<file path="src/design/tqs_pkg.sv">
package tqs_pkg;

  localparam int CAP_W    = 16;
  localparam int PERIOD_W = 17;
  localparam int SCALE_W  = 31;
  localparam int SPEED_W  = 32;
  localparam int DIV_W    = 32;
  localparam int Q_DEPTH  = 4;
  localparam int Q_PTR_W  = $clog2(Q_DEPTH);

  localparam logic [1:0] KIND_EDGE     = 2'd0;
  localparam logic [1:0] KIND_OVERFLOW = 2'd1;
  localparam logic [1:0] KIND_TICK     = 2'd2;

  localparam logic REG_SPEED_SCALE = 1'b0;
  localparam logic REG_COUNTER_TOP = 1'b1;

  localparam logic [SCALE_W-1:0] SCALE_RESET = 31'd1000000;
  localparam logic [CAP_W-1:0]   TOP_RESET   = 16'd12000;
  localparam logic [SCALE_W-1:0] MAG_SAT     = {SCALE_W{1'b1}};

  typedef enum logic [1:0] {
    CMD_EDGE,
    CMD_GAP,
    CMD_TICK
  } cmd_t;

  typedef enum logic [1:0] {
    DIR_NONE = 2'd0,
    DIR_FWD  = 2'd1,
    DIR_REV  = 2'd2
  } dir_t;

  typedef struct packed {
    cmd_t             cmd;
    logic [CAP_W-1:0] cap;
    logic             rev;
  } q_entry_t;

  typedef struct packed {
    dir_t                dir;
    logic [PERIOD_W-1:0] period;
  } ring_entry_t;

  typedef struct packed {
    logic [SCALE_W-1:0] speed_scale;
    logic [CAP_W-1:0]   counter_top;
  } cfg_t;

  typedef struct packed {
    logic             start;
    logic [DIV_W-1:0] dividend;
    logic [DIV_W-1:0] divisor;
  } div_req_t;

  typedef struct packed {
    logic             done;
    logic [DIV_W-1:0] quotient;
    logic [DIV_W-1:0] remainder;
  } div_rsp_t;

  typedef enum logic {
    DV_IDLE,
    DV_RUN
  } div_state_t;

  typedef enum logic [2:0] {
    S_IDLE,
    S_MOD_A,
    S_MOD_B,
    S_SWEEP,
    S_DRAIN,
    S_CHECK,
    S_DIV,
    S_EMIT
  } back_state_t;

endpackage

</file>
<file path="src/design/tqs_if.sv">
interface tqs_in_if;
  import tqs_pkg::*;

  logic             valid;
  logic             ready;
  logic [1:0]       kind;
  logic [CAP_W-1:0] capture_value;
  logic             second_channel_high;

  modport source (output valid, output kind, output capture_value,
                  output second_channel_high, input ready);
  modport sink   (input valid, input kind, input capture_value,
                  input second_channel_high, output ready);
endinterface

interface tqs_out_if;
  import tqs_pkg::*;

  logic                      valid;
  logic                      ready;
  logic signed [SPEED_W-1:0] speed;

  modport source (output valid, output speed, input ready);
  modport sink   (input valid, input speed, output ready);
endinterface

</file>
<file path="src/design/tqs_fifo.sv">
module tqs_fifo (
  input  logic               clk,
  input  logic               rst_n,
  input  logic               push,
  input  tqs_pkg::q_entry_t  push_data,
  output logic               full,
  input  logic               pop,
  output tqs_pkg::q_entry_t  head,
  output logic               empty
);
  import tqs_pkg::*;

  localparam int Q_CNT_W = $clog2(Q_DEPTH + 1);

  q_entry_t               mem_r [Q_DEPTH];
  logic [Q_PTR_W-1:0]     wr_ptr_r;
  logic [Q_PTR_W-1:0]     rd_ptr_r;
  logic [Q_CNT_W-1:0]     count_r;
  logic [Q_CNT_W-1:0]     count_nxt;

  assign full  = (count_r == Q_CNT_W'(Q_DEPTH));
  assign empty = (count_r == '0);
  assign head  = mem_r[rd_ptr_r];

  always_comb begin
    count_nxt = count_r;
    if (push && !pop) begin
      count_nxt = count_r + 1'b1;
    end else if (pop && !push) begin
      count_nxt = count_r - 1'b1;
    end
  end

  always_ff @(posedge clk) begin
    if (!rst_n) begin
      wr_ptr_r <= '0;
      rd_ptr_r <= '0;
      count_r  <= '0;
    end else begin
      count_r <= count_nxt;
      if (push) begin
        wr_ptr_r <= wr_ptr_r + 1'b1;
      end
      if (pop) begin
        rd_ptr_r <= rd_ptr_r + 1'b1;
      end
    end
  end

  always_ff @(posedge clk) begin
    if (push) begin
      mem_r[wr_ptr_r] <= push_data;
    end
  end

endmodule

</file>
<file path="src/design/tqs_front.sv">
module tqs_front (
  input  logic              clk,
  input  logic              rst_n,
  tqs_in_if.sink            in_ch,
  input  logic              q_full,
  output logic              q_push,
  output tqs_pkg::q_entry_t q_data
);
  import tqs_pkg::*;

  logic forgiven_r;
  logic forgiven_nxt;
  logic accept;

  assign in_ch.ready = !q_full;
  assign accept      = in_ch.valid && in_ch.ready;

  always_comb begin
    q_push       = 1'b0;
    forgiven_nxt = forgiven_r;
    q_data.cmd   = CMD_TICK;
    q_data.cap   = in_ch.capture_value;
    q_data.rev   = in_ch.second_channel_high;
    if (accept) begin
      unique case (in_ch.kind)
        KIND_EDGE: begin
          q_push       = 1'b1;
          q_data.cmd   = CMD_EDGE;
          forgiven_nxt = 1'b0;
        end
        KIND_OVERFLOW: begin
          // first overflow after an edge is forgiven
          if (forgiven_r) begin
            q_push     = 1'b1;
            q_data.cmd = CMD_GAP;
          end else begin
            forgiven_nxt = 1'b1;
          end
        end
        KIND_TICK: begin
          q_push     = 1'b1;
          q_data.cmd = CMD_TICK;
        end
        default: begin
        end
      endcase
    end
  end

  always_ff @(posedge clk) begin
    if (!rst_n) begin
      forgiven_r <= 1'b0;
    end else begin
      forgiven_r <= forgiven_nxt;
    end
  end

endmodule

</file>
<file path="src/design/tqs_div.sv">
module tqs_div (
  input  logic              clk,
  input  logic              rst_n,
  input  tqs_pkg::div_req_t req,
  output tqs_pkg::div_rsp_t rsp
);
  import tqs_pkg::*;

  localparam int STEP_W = $clog2(DIV_W);
  localparam logic [STEP_W-1:0] LAST_STEP = STEP_W'(DIV_W - 1);

  div_state_t         state_r;
  div_state_t         state_nxt;
  logic [STEP_W-1:0]  step_r;
  logic [DIV_W-1:0]   rem_r;
  logic [DIV_W-1:0]   quo_r;
  logic [DIV_W-1:0]   dsr_r;
  logic               done_r;
  logic               load;
  logic               last_step;
  logic [DIV_W:0]     trial;
  logic [DIV_W-1:0]   rem_nxt;

  assign trial   = {rem_r, quo_r[DIV_W-1]} - {1'b0, dsr_r};
  assign rem_nxt = trial[DIV_W] ? {rem_r[DIV_W-2:0], quo_r[DIV_W-1]} : trial[DIV_W-1:0];

  always_comb begin
    state_nxt = state_r;
    unique case (state_r)
      DV_IDLE: begin
        if (req.start) begin
          state_nxt = DV_RUN;
        end
      end
      DV_RUN: begin
        if (step_r == LAST_STEP) begin
          state_nxt = DV_IDLE;
        end
      end
      default: state_nxt = DV_IDLE;
    endcase
  end

  always_comb begin
    load      = 1'b0;
    last_step = 1'b0;
    unique case (state_r)
      DV_IDLE: load      = req.start;
      DV_RUN:  last_step = (step_r == LAST_STEP);
      default: begin
      end
    endcase
  end

  always_ff @(posedge clk) begin
    if (!rst_n) begin
      state_r <= DV_IDLE;
      done_r  <= 1'b0;
      step_r  <= '0;
    end else begin
      state_r <= state_nxt;
      done_r  <= last_step;
      if (load) begin
        step_r <= '0;
      end else if (state_r == DV_RUN) begin
        step_r <= step_r + 1'b1;
      end
    end
  end

  always_ff @(posedge clk) begin
    if (load) begin
      rem_r <= '0;
      quo_r <= req.dividend;
      dsr_r <= req.divisor;
    end else if (state_r == DV_RUN) begin
      rem_r <= rem_nxt;
      quo_r <= {quo_r[DIV_W-2:0], !trial[DIV_W]};
    end
  end

  assign rsp.done      = done_r;
  assign rsp.quotient  = quo_r;
  assign rsp.remainder = rem_r;

endmodule

</file>
<file path="src/design/tqs_back.sv">
module tqs_back #(
  parameter int RING_DEPTH = 10
) (
  input  logic              clk,
  input  logic              rst_n,
  input  tqs_pkg::cfg_t     cfg,
  input  tqs_pkg::q_entry_t q_head,
  input  logic              q_empty,
  output logic              q_pop,
  tqs_out_if.source         out_ch
);
  import tqs_pkg::*;

  localparam int IDX_W = $clog2(RING_DEPTH);
  localparam int CNT_W = $clog2(RING_DEPTH + 1);
  localparam int SUM_W = PERIOD_W + $clog2(RING_DEPTH);
  localparam logic [IDX_W-1:0] LAST_IDX = IDX_W'(RING_DEPTH - 1);

  back_state_t          state_r;
  back_state_t          state_nxt;
  q_entry_t             cmd_r;
  logic [CAP_W-1:0]     last_cap_r;
  logic [IDX_W-1:0]     wr_slot_r;
  logic [IDX_W-1:0]     rd_idx_r;
  logic [RING_DEPTH-1:0] valid_r;
  ring_entry_t          ring_mem [RING_DEPTH];
  ring_entry_t          rd_data_r;
  logic                 rd_valid_r;
  logic                 rd_pend_r;
  logic [PERIOD_W-1:0]  mod_a_r;
  logic [SUM_W-1:0]     sum_r;
  logic [CNT_W-1:0]     rev_cnt_r;
  logic                 none_r;
  logic [SCALE_W-1:0]   mag_r;
  logic                 out_vld_r;
  logic [SPEED_W-1:0]   speed_r;

  logic [PERIOD_W-1:0]  modulus;
  logic [PERIOD_W-1:0]  mod_b;
  logic [PERIOD_W-1:0]  period;
  logic                 div_start;
  logic [DIV_W-1:0]     div_dividend;
  logic                 mem_we;
  ring_entry_t          mem_wdata;
  logic                 rd_issue;
  logic                 tick_start;
  logic                 emit;
  logic                 vote_pos;
  div_req_t             div_req;
  div_rsp_t             div_rsp;

  assign modulus = PERIOD_W'(cfg.counter_top) + PERIOD_W'(1);
  assign mod_b   = div_rsp.remainder[PERIOD_W-1:0];
  assign period  = (mod_a_r >= mod_b) ? (mod_a_r - mod_b) : (mod_a_r + modulus - mod_b);

  assign div_req.start    = div_start;
  assign div_req.dividend = div_dividend;
  assign div_req.divisor  = (state_r == S_CHECK) ? DIV_W'(sum_r) : DIV_W'(modulus);

  tqs_div u_div (
    .clk   (clk),
    .rst_n (rst_n),
    .req   (div_req),
    .rsp   (div_rsp)
  );

  // next state
  always_comb begin
    state_nxt = state_r;
    unique case (state_r)
      S_IDLE: begin
        if (!q_empty) begin
          unique case (q_head.cmd)
            CMD_EDGE: state_nxt = S_MOD_A;
            CMD_TICK: state_nxt = S_SWEEP;
            default:  state_nxt = S_IDLE;
          endcase
        end
      end
      S_MOD_A: if (div_rsp.done) state_nxt = S_MOD_B;
      S_MOD_B: if (div_rsp.done) state_nxt = S_IDLE;
      S_SWEEP: if (rd_idx_r == LAST_IDX) state_nxt = S_DRAIN;
      S_DRAIN: state_nxt = S_CHECK;
      S_CHECK: state_nxt = (none_r || sum_r == '0) ? S_EMIT : S_DIV;
      S_DIV:   if (div_rsp.done) state_nxt = S_EMIT;
      S_EMIT:  if (emit) state_nxt = S_IDLE;
      default: state_nxt = S_IDLE;
    endcase
  end

  // control strobes
  always_comb begin
    q_pop            = 1'b0;
    div_start        = 1'b0;
    div_dividend     = DIV_W'(cfg.speed_scale);
    mem_we           = 1'b0;
    mem_wdata.dir    = DIR_NONE;
    mem_wdata.period = '0;
    rd_issue         = 1'b0;
    tick_start       = 1'b0;
    emit             = 1'b0;
    unique case (state_r)
      S_IDLE: begin
        if (!q_empty) begin
          q_pop = 1'b1;
          unique case (q_head.cmd)
            CMD_EDGE: begin
              div_start    = 1'b1;
              div_dividend = DIV_W'(q_head.cap);
            end
            CMD_GAP:  mem_we     = 1'b1;
            CMD_TICK: tick_start = 1'b1;
            default: begin
            end
          endcase
        end
      end
      S_MOD_A: begin
        if (div_rsp.done) begin
          div_start    = 1'b1;
          div_dividend = DIV_W'(last_cap_r);
        end
      end
      S_MOD_B: begin
        if (div_rsp.done) begin
          mem_we           = 1'b1;
          mem_wdata.dir    = cmd_r.rev ? DIR_REV : DIR_FWD;
          mem_wdata.period = period;
        end
      end
      S_SWEEP: rd_issue  = 1'b1;
      S_CHECK: div_start = !none_r && (sum_r != '0);
      S_EMIT:  emit      = !out_vld_r || out_ch.ready;
      default: begin
      end
    endcase
  end

  always_ff @(posedge clk) begin
    if (!rst_n) begin
      state_r   <= S_IDLE;
      wr_slot_r <= '0;
      valid_r   <= '0;
      rd_pend_r <= 1'b0;
      out_vld_r <= 1'b0;
      last_cap_r <= '0;
    end else begin
      state_r   <= state_nxt;
      rd_pend_r <= rd_issue;
      if (mem_we) begin
        valid_r[wr_slot_r] <= 1'b1;
        wr_slot_r <= (wr_slot_r == LAST_IDX) ? '0 : wr_slot_r + 1'b1;
      end
      if (state_r == S_MOD_B && div_rsp.done) begin
        last_cap_r <= cmd_r.cap;
      end
      if (emit) begin
        out_vld_r <= 1'b1;
      end else if (out_ch.ready) begin
        out_vld_r <= 1'b0;
      end
    end
  end

  always_ff @(posedge clk) begin
    if (mem_we) begin
      ring_mem[wr_slot_r] <= mem_wdata;
    end
    rd_data_r  <= ring_mem[rd_idx_r];
    rd_valid_r <= valid_r[rd_idx_r];
  end

  assign vote_pos = ({rev_cnt_r, 1'b0} < (CNT_W + 1)'(RING_DEPTH));

  always_ff @(posedge clk) begin
    if (q_pop) begin
      cmd_r <= q_head;
    end
    if (state_r == S_MOD_A && div_rsp.done) begin
      mod_a_r <= div_rsp.remainder[PERIOD_W-1:0];
    end
    if (tick_start) begin
      sum_r     <= '0;
      rev_cnt_r <= '0;
      none_r    <= 1'b0;
      rd_idx_r  <= '0;
    end else begin
      if (rd_issue) begin
        rd_idx_r <= rd_idx_r + 1'b1;
      end
      if (rd_pend_r) begin
        sum_r <= sum_r + SUM_W'(rd_data_r.period);
        if (!rd_valid_r || rd_data_r.dir == DIR_NONE) begin
          none_r <= 1'b1;
        end
        if (rd_valid_r && rd_data_r.dir == DIR_REV) begin
          rev_cnt_r <= rev_cnt_r + 1'b1;
        end
      end
    end
    if (state_r == S_CHECK) begin
      if (none_r) begin
        mag_r <= '0;
      end else if (sum_r == '0) begin
        mag_r <= MAG_SAT;
      end
    end
    if (state_r == S_DIV && div_rsp.done) begin
      mag_r <= div_rsp.quotient[SCALE_W-1:0];
    end
    if (emit) begin
      speed_r <= vote_pos ? {1'b0, mag_r} : (SPEED_W'(0) - {1'b0, mag_r});
    end
  end

  assign out_ch.valid = out_vld_r;
  assign out_ch.speed = $signed(speed_r);

endmodule

</file>
<file path="src/design/quadrature_tachometer_speed.sv">
// channel   dir  transfer when             payload
// in_ch     in   valid && ready            kind, capture_value, second_channel_high
// out_ch    out  valid && ready            speed
// apb       in   psel && penable && pwrite speed_scale @0x0, counter_top @0x4
//
// an encoder edge runs two 32-step divider passes in the back end, which
// reduce the two capture values modulo counter_top + 1
// a tick reads one ring entry per cycle, then divides unless an entry is empty or sum is 0
// stored overflows are written as popped; forgiven ones and unused kinds never reach the back
// a four-entry queue lets input transfers continue while the back end or the output stalls
// synchronous active-low reset clears the ring valid bits, pointers and handshake state
module quadrature_tachometer_speed #(
  parameter int RING_DEPTH = 10
) (
  input  logic        clk,
  input  logic        rst_n,
  tqs_in_if.sink      in_ch,
  tqs_out_if.source   out_ch,
  input  logic        psel,
  input  logic        penable,
  input  logic        pwrite,
  input  logic [2:0]  paddr,
  input  logic [31:0] pwdata,
  output logic [31:0] prdata,
  output logic        pready
);
  import tqs_pkg::*;

  logic [SCALE_W-1:0] scale_r;
  logic [CAP_W-1:0]   top_r;
  logic               cfg_wr;
  cfg_t               cfg;
  logic               q_push;
  logic               q_full;
  logic               q_pop;
  logic               q_empty;
  q_entry_t           q_wdata;
  q_entry_t           q_head;

  assign pready = 1'b1;
  assign cfg_wr = psel && penable && pwrite && pready;
  assign prdata = (paddr[2] == REG_COUNTER_TOP) ? {16'd0, top_r} : {1'b0, scale_r};

  always_ff @(posedge clk) begin
    if (!rst_n) begin
      scale_r <= SCALE_RESET;
      top_r   <= TOP_RESET;
    end else if (cfg_wr) begin
      if (paddr[2] == REG_SPEED_SCALE) begin
        scale_r <= pwdata[SCALE_W-1:0];
      end else begin
        top_r <= pwdata[CAP_W-1:0];
      end
    end
  end

  assign cfg.speed_scale = scale_r;
  assign cfg.counter_top = top_r;

  tqs_front u_front (
    .clk    (clk),
    .rst_n  (rst_n),
    .in_ch  (in_ch),
    .q_full (q_full),
    .q_push (q_push),
    .q_data (q_wdata)
  );

  tqs_fifo u_fifo (
    .clk       (clk),
    .rst_n     (rst_n),
    .push      (q_push),
    .push_data (q_wdata),
    .full      (q_full),
    .pop       (q_pop),
    .head      (q_head),
    .empty     (q_empty)
  );

  tqs_back #(
    .RING_DEPTH (RING_DEPTH)
  ) u_back (
    .clk     (clk),
    .rst_n   (rst_n),
    .cfg     (cfg),
    .q_head  (q_head),
    .q_empty (q_empty),
    .q_pop   (q_pop),
    .out_ch  (out_ch)
  );

`ifndef NO_ASSERTIONS
  a_queue_no_overrun: assert property (@(posedge clk) disable iff (!rst_n)
    !(q_push && q_full)) else $error("queue push while full");

  a_queue_no_underrun: assert property (@(posedge clk) disable iff (!rst_n)
    !(q_pop && q_empty)) else $error("queue pop while empty");

  a_reset_quiet: assert property (@(posedge clk)
    !rst_n |=> !out_ch.valid) else $error("result valid right after reset");
`endif

endmodule

</file>
<file path="src/flat_wrapper.sv">
// flat-port wrapper written by rule: the top's interface ports become plain ports
module quadrature_tachometer_speed_flat import tqs_pkg::*;
#(
  parameter int RING_DEPTH = 10
)
  (clk, rst_n, psel, penable, pwrite, paddr, pwdata, prdata, pready, in_ch_valid, in_ch_kind, in_ch_capture_value, in_ch_second_channel_high, in_ch_ready, out_ch_valid, out_ch_speed, out_ch_ready);
  tqs_in_if in_ch_i ();
  tqs_out_if out_ch_i ();
  input  logic clk;
  input  logic rst_n;
  input  logic psel;
  input  logic penable;
  input  logic pwrite;
  input  logic [2:0] paddr;
  input  logic [31:0] pwdata;
  output logic [31:0] prdata;
  output logic pready;
  input wire logic [$bits(in_ch_i.valid)-1:0] in_ch_valid;
  input wire logic [$bits(in_ch_i.kind)-1:0] in_ch_kind;
  input wire logic [$bits(in_ch_i.capture_value)-1:0] in_ch_capture_value;
  input wire logic [$bits(in_ch_i.second_channel_high)-1:0] in_ch_second_channel_high;
  output wire logic [$bits(in_ch_i.ready)-1:0] in_ch_ready;
  output wire logic [$bits(out_ch_i.valid)-1:0] out_ch_valid;
  output wire logic [$bits(out_ch_i.speed)-1:0] out_ch_speed;
  input wire logic [$bits(out_ch_i.ready)-1:0] out_ch_ready;
  assign in_ch_i.valid = in_ch_valid;
  assign in_ch_i.kind = in_ch_kind;
  assign in_ch_i.capture_value = in_ch_capture_value;
  assign in_ch_i.second_channel_high = in_ch_second_channel_high;
  assign in_ch_ready = in_ch_i.ready;
  assign out_ch_valid = out_ch_i.valid;
  assign out_ch_speed = out_ch_i.speed;
  assign out_ch_i.ready = out_ch_ready;
  quadrature_tachometer_speed #(.RING_DEPTH(RING_DEPTH)) u_core (.clk(clk), .rst_n(rst_n), .in_ch(in_ch_i), .out_ch(out_ch_i), .psel(psel), .penable(penable), .pwrite(pwrite), .paddr(paddr), .pwdata(pwdata), .prdata(prdata), .pready(pready));
endmodule
</file>
<file path="config.mk">
export PLATFORM = sky130hd
export DESIGN_NAME = quadrature_tachometer_speed_flat
export DESIGN_NICKNAME = d
export VERILOG_FILES = /design/src/design/tqs_pkg.sv /design/src/design/tqs_if.sv /design/src/design/tqs_fifo.sv /design/src/design/tqs_front.sv /design/src/design/tqs_div.sv /design/src/design/tqs_back.sv /design/src/design/quadrature_tachometer_speed.sv /design/src/flat_wrapper.sv
export SDC_FILE = /design/constraint.sdc
export NUM_CORES = 1
export LEC_CHECK = 0
export BUFFER_PORTS_ARGS = -buffer_cell sky130_fd_sc_hd__buf_4
export CAP_MARGIN = 20
export CORE_AREA = 2 2 273 194
export CTS_CLUSTER_DIAMETER = 60
export DETAILED_ROUTE_END_ITERATION = 8
export DIE_AREA = 0 0 275 196
export PLACE_DENSITY_LB_ADDON = 0.05
export SYNTH_ARGS = -nofsm -noshare
export SYNTH_HDL_FRONTEND = slang
export SYNTH_SLANG_ARGS = --single-unit
</file>
<file path="constraint.sdc">
create_clock -name clk -period 3.93 [get_ports clk]
set_input_delay 0.393 -clock clk [delete_from_list [all_inputs] [get_ports clk]]
set_output_delay 0.393 -clock clk [all_outputs]
set_load 0.03 [all_outputs]
</file>
==> qor.tcl <==
set qor(status) {complete, no violations}
set qor(drive_above_1_share) 0.1795
set qor(fin_skew_ns) 0.02034
set qor(fmax_mhz) 261.1
set qor(number_of_global_route_vias_before_repair) 18370
set qor(ctsLongestPathBuffers) 3
set qor(tightestPinTransition_ns) 1.060
set qor(unrepaired_setup_endpoints_after_global_routing) {yes}
set qor(antenna_left) 0
set qor(slowest_delay_ns) 0.56
set qor(worst_skew_pair.late_latency_ns) 0.63
set qor(min_path_type) {input port to register}
set qor(drc) 0
set qor(post_synth_inst_count) 2342
set qor(postSynthRegisterBits) 597
set qor(pin_count) 128
set qor(layout.cell_area.non_filler_mm2) 0.03273
set qor(grt_max_degree) 95
set qor(initial_utilization) 0.5436
set qor(worst-r2r-cell-count) 18
set qor(leakage_power_nw) 12.34
set qor(detail_route.iter0.violations) 1581
set qor(worst_hold_path.num_cells) 3
set qor(via_count) 18850
set qor(report.final.slew_viol_count) 0
set qor(startpoint_type) {register}
set qor(ctsRootBufferMaster) {sky130_fd_sc_hd__clkbuf_16}
set qor(route.final.wire_length_mm) 67.88
set qor(post-route-period-util) 0.9744
set qor(critPathCaptureType) {register}
set qor(numCtsBuffers) 57
set qor(synth_edf_count) 416
set qor(cts_tree) {built}
set qor(arrival_ns) 4.19
set qor(syn_nets) 2508
set qor(grt_pass1_wl_mm) 105.1
set qor(floorplan.die.width_um) 275
set qor(route.detailed.wl_per_inst_um) 20.69
set qor(ctsHtreeMaxLevel) 2
set qor(max_cap_viol_count) 0
set qor(power_per_cell_area_mw_per_mm2) 632.3
set qor(slew_headroom) 0.2932
set qor(synth.yosys.seq_area_share) 0.5756
set qor(clock_sinks) 597
set qor(path_class) {register to register}
set qor(synth.lib_cells_used.distinct) 84
set qor(final_core_utilization) 0.6355
set qor(worst_ep_required_time_ns) 4.29
set qor(dpl_cell_area_mm2) 0.03015
set qor(path_max_fanout) 5
set qor(area_delta_synth_final_pct) 16.90
set qor(number_of_antenna_violations_at_the_first_check_in_global_routing) 3
set qor(synth-main-ff-cell) {sky130_fd_sc_hd__edfxtp_1}
set qor(placeableCoreArea_mm2) 0.05150
set qor(worst_path_max_delay_cell) {sky130_fd_sc_hd__fa_1}
set qor(track_usage) 0.2534
set qor(finalSetupTns_ns) 0
set qor(synth_area_per_cell_um2) 11.95
set qor(cell_breakdown_of_the_critical_path) {buf_6 -> nand4_1 -> buf_6 -> nor2_4 -> nand2_2 -> xor2_2 -> fa_1 -> inv_2 -> ha_4 -> nand4_1 -> buf_4 -> o311a_4 -> o21bai_1 -> a21oi_1 -> xnor2_1 -> o2111ai_1 -> o211ai_1 -> buf_4}
set qor(final_net_count) 2713
set qor(chipHeight_um) 196
set qor(setup_viol) 0
set qor(yosysWarnings) 0
set qor(period_minus_slack_ns) 3.830
set qor(synthArstFlopShare) 0
set qor(grt_overflow) 0
set qor(place.port_buffers) 122
set qor(power.ir.vdd_worst_uv) 391.2
set qor(synthesis.area_mm2) 0.02800
set qor(timing.final.hold_violations) 0
set qor(core.rowCount) 70
set qor(average_via_count_per_standard_cell) 5.746
set qor(worst_setup_hold_path_clk_slew_ns) 0.06
set qor(die-area_mm2) 0.05390
set qor(gp_congestion) 0.8802
set qor(detailedRoute.firstPassIterationCount) 5
set qor(detailedPlacementHpwl_mm) 46.86
worst max-delay path: cells and delay by family (launching register included):
kind / cells / cell delay (ns)
and+or+nand+nor: 4 / 0.44
AOI/OAI and AO/OA: 5 / 0.96
DFF: 1 / 0.37
adders and majority gates: 2 / 0.82
xor gates and xnor gates: 2 / 0.33
buffers and inverters: 5 / 0.66
metrics by stage:
stage / setup slack [ns] / power, mW / hold WS (ns) / instances
after global placement: -0.07125 / 14.71 / 0.4455 / 3132
final: 0.1005 / 20.69 / 0.02864 / 3281
after floorplan: 0.02035 / 12.92 / 0.4354 / 2342
after detailed placement: -0.2115 / 14.87 / 0.4550 / 3132
after global routing: -0.08615 / 21.79 / 0.01552 / 3281
after CTS: 0.02132 / 20.58 / 0.003307 / 3270
what timing repair did:
item / 4_1_cts / 5_1_grt
setup buffers: 1 / 6
gates resized for setup: 6 / 51
hold endpoints to repair: 82 / 0
cloned: 0 / 1
hold buffers: 29 / 0
setup endpoints to repair: 20 / 70
pin swaps: 3 / 21
synthesized netlist by cell type (6+ instances only):
cell type	n	area [µm²]
sky130_fd_sc_hd__nor4_1	12	75.07
sky130_fd_sc_hd__nand2_1	256	960.9
sky130_fd_sc_hd__nor3b_1	6	45.04
sky130_fd_sc_hd__and2_1	23	143.9
sky130_fd_sc_hd__o31ai_1	6	45.04
sky130_fd_sc_hd__mux2_2	16	180.2
sky130_fd_sc_hd__a32oi_1	7	61.31
sky130_fd_sc_hd__a211oi_1	36	270.3
sky130_fd_sc_hd__fa_1	20	400.4
sky130_fd_sc_hd__mux4_2	59	1329
sky130_fd_sc_hd__o21a_1	20	150.1
sky130_fd_sc_hd__xnor2_1	69	604.3
sky130_fd_sc_hd__and3_1	22	137.6
sky130_fd_sc_hd__buf_2	14	70.07
sky130_fd_sc_hd__o21ai_0	63	315.3
sky130_fd_sc_hd__or4_1	6	45.04
sky130_fd_sc_hd__inv_1	123	461.7
sky130_fd_sc_hd__o22ai_1	17	106.4
sky130_fd_sc_hd__clkbuf_1	84	315.3
sky130_fd_sc_hd__buf_1	9	33.78
sky130_fd_sc_hd__a21oi_1	119	595.6
sky130_fd_sc_hd__xor2_1	48	420.4
sky130_fd_sc_hd__a21boi_0	56	420.4
sky130_fd_sc_hd__dfxtp_1	181	3623
sky130_fd_sc_hd__or3_1	12	75.07
sky130_fd_sc_hd__a31oi_1	24	150.1
sky130_fd_sc_hd__nand3_1	51	255.2
sky130_fd_sc_hd__mux2i_1	46	460.4
sky130_fd_sc_hd__o21bai_1	8	60.06
sky130_fd_sc_hd__ha_1	85	1064
sky130_fd_sc_hd__nor2b_1	49	306.5
sky130_fd_sc_hd__a22oi_1	16	120.1
sky130_fd_sc_hd__nor3_1	31	155.2
sky130_fd_sc_hd__nand4_1	13	81.33
sky130_fd_sc_hd__o21ai_1	6	30.03
sky130_fd_sc_hd__o211ai_1	9	67.56
sky130_fd_sc_hd__nor2_1	155	581.8
sky130_fd_sc_hd__edfxtp_1	416	12490
sky130_fd_sc_hd__a21o_1	51	382.9
sky130_fd_sc_hd__nand2b_1	23	143.9
layout make-up:
cell class	count	area, µm²
Clock inverter	33	376.6
Inverter	125	470.5
Multi-Input combinational cell	1508	11260
Sequential cell	597	16130
Antenna cell	1	2.502
Tap cell	684	855.8
Timing Repair Buffer	258	2087
Fill cell	4091	18770
Clock buffer	75	1544
routing by layer:
metal | track usage | up-vias | wire [µm]
met1 | 0.4019 | 9335 | 33460
met3 | 0.04774 | 86 | 4321
li1 | - | 8944 | -
met4 | 0.05946 | 4 | 1229
met5 | 0 | - | 20
met2 | 0.3592 | 482 | 28850
path summary, 6_finish.rpt:
kind / from / endpoint / slack (ns)
hold / removal: pwdata[25] / u_core.scale_r[25] / 0.03
setup reg to reg: u_core.top_r[1] / u_core.u_back.ring_mem[9][16] / 0.10
setup / recovery: u_core.top_r[1] / u_core.u_back.ring_mem[9][16] / 0.10
hold reg to reg: u_core.u_back.valid_r[9] / u_core.u_back.valid_r[9] / 0.46
cell families (layout without fill, tap and decap cells):
group | after synthesis | count (layout) | share of synthesized area
AOI/OAI and AO/OA | 481 | 481 | 0.1161
adders and majority gates | 105 | 105 | 0.05229
muxes | 121 | 121 | 0.07035
buffers and inverters | 237 | 491 | 0.03338
other | 2 | 3 | 0.0002683
and+or+nand+nor | 681 | 681 | 0.1144
DFF | 597 | 597 | 0.5756
xor gates and xnor gates | 118 | 118 | 0.03759
sequential cells by signal, summed over array words and instances (netlist names), 16 cells and up, named ones only:
name / flops
u_core.u_back.last_cap_r: 16
u_core.u_back.sum_r: 21
u_core.u_back.rd_data_r: 19
u_core.u_back.cmd_r: 17
u_core.scale_r: 31
u_core.u_back.mod_a_r: 17
u_core.u_back.mag_r: 31
u_core.u_back.out_ch.speed: 32
u_core.top_r: 16
u_core.u_back.u_div.rem_r: 32
u_core.u_back.u_div.dsr_r: 21
u_core.u_back.ring_mem: 190
u_core.u_fifo.mem_r: 76
u_core.u_back.u_div.quo_r: 32
layout by cell type (no fill, tap or decap), drive strengths merged, types with 71 or more instances in the layout:
cell type  instances
dfxtp            181
edfxtp           416
buf              229
clkbuf            75
a21oi            121
o21ai             71
nand2            256
ha                85
nor2             156
inv              130
power breakdown:
group,internal (mW),switching [mW],total (mW)
logic,2.97,3.86,6.83
clock network,3.25,2.43,5.67
registers,7.57,0.625,8.19
total,13.8,6.91,20.7
No activity file was read; power rests on OpenSTA's default activity.
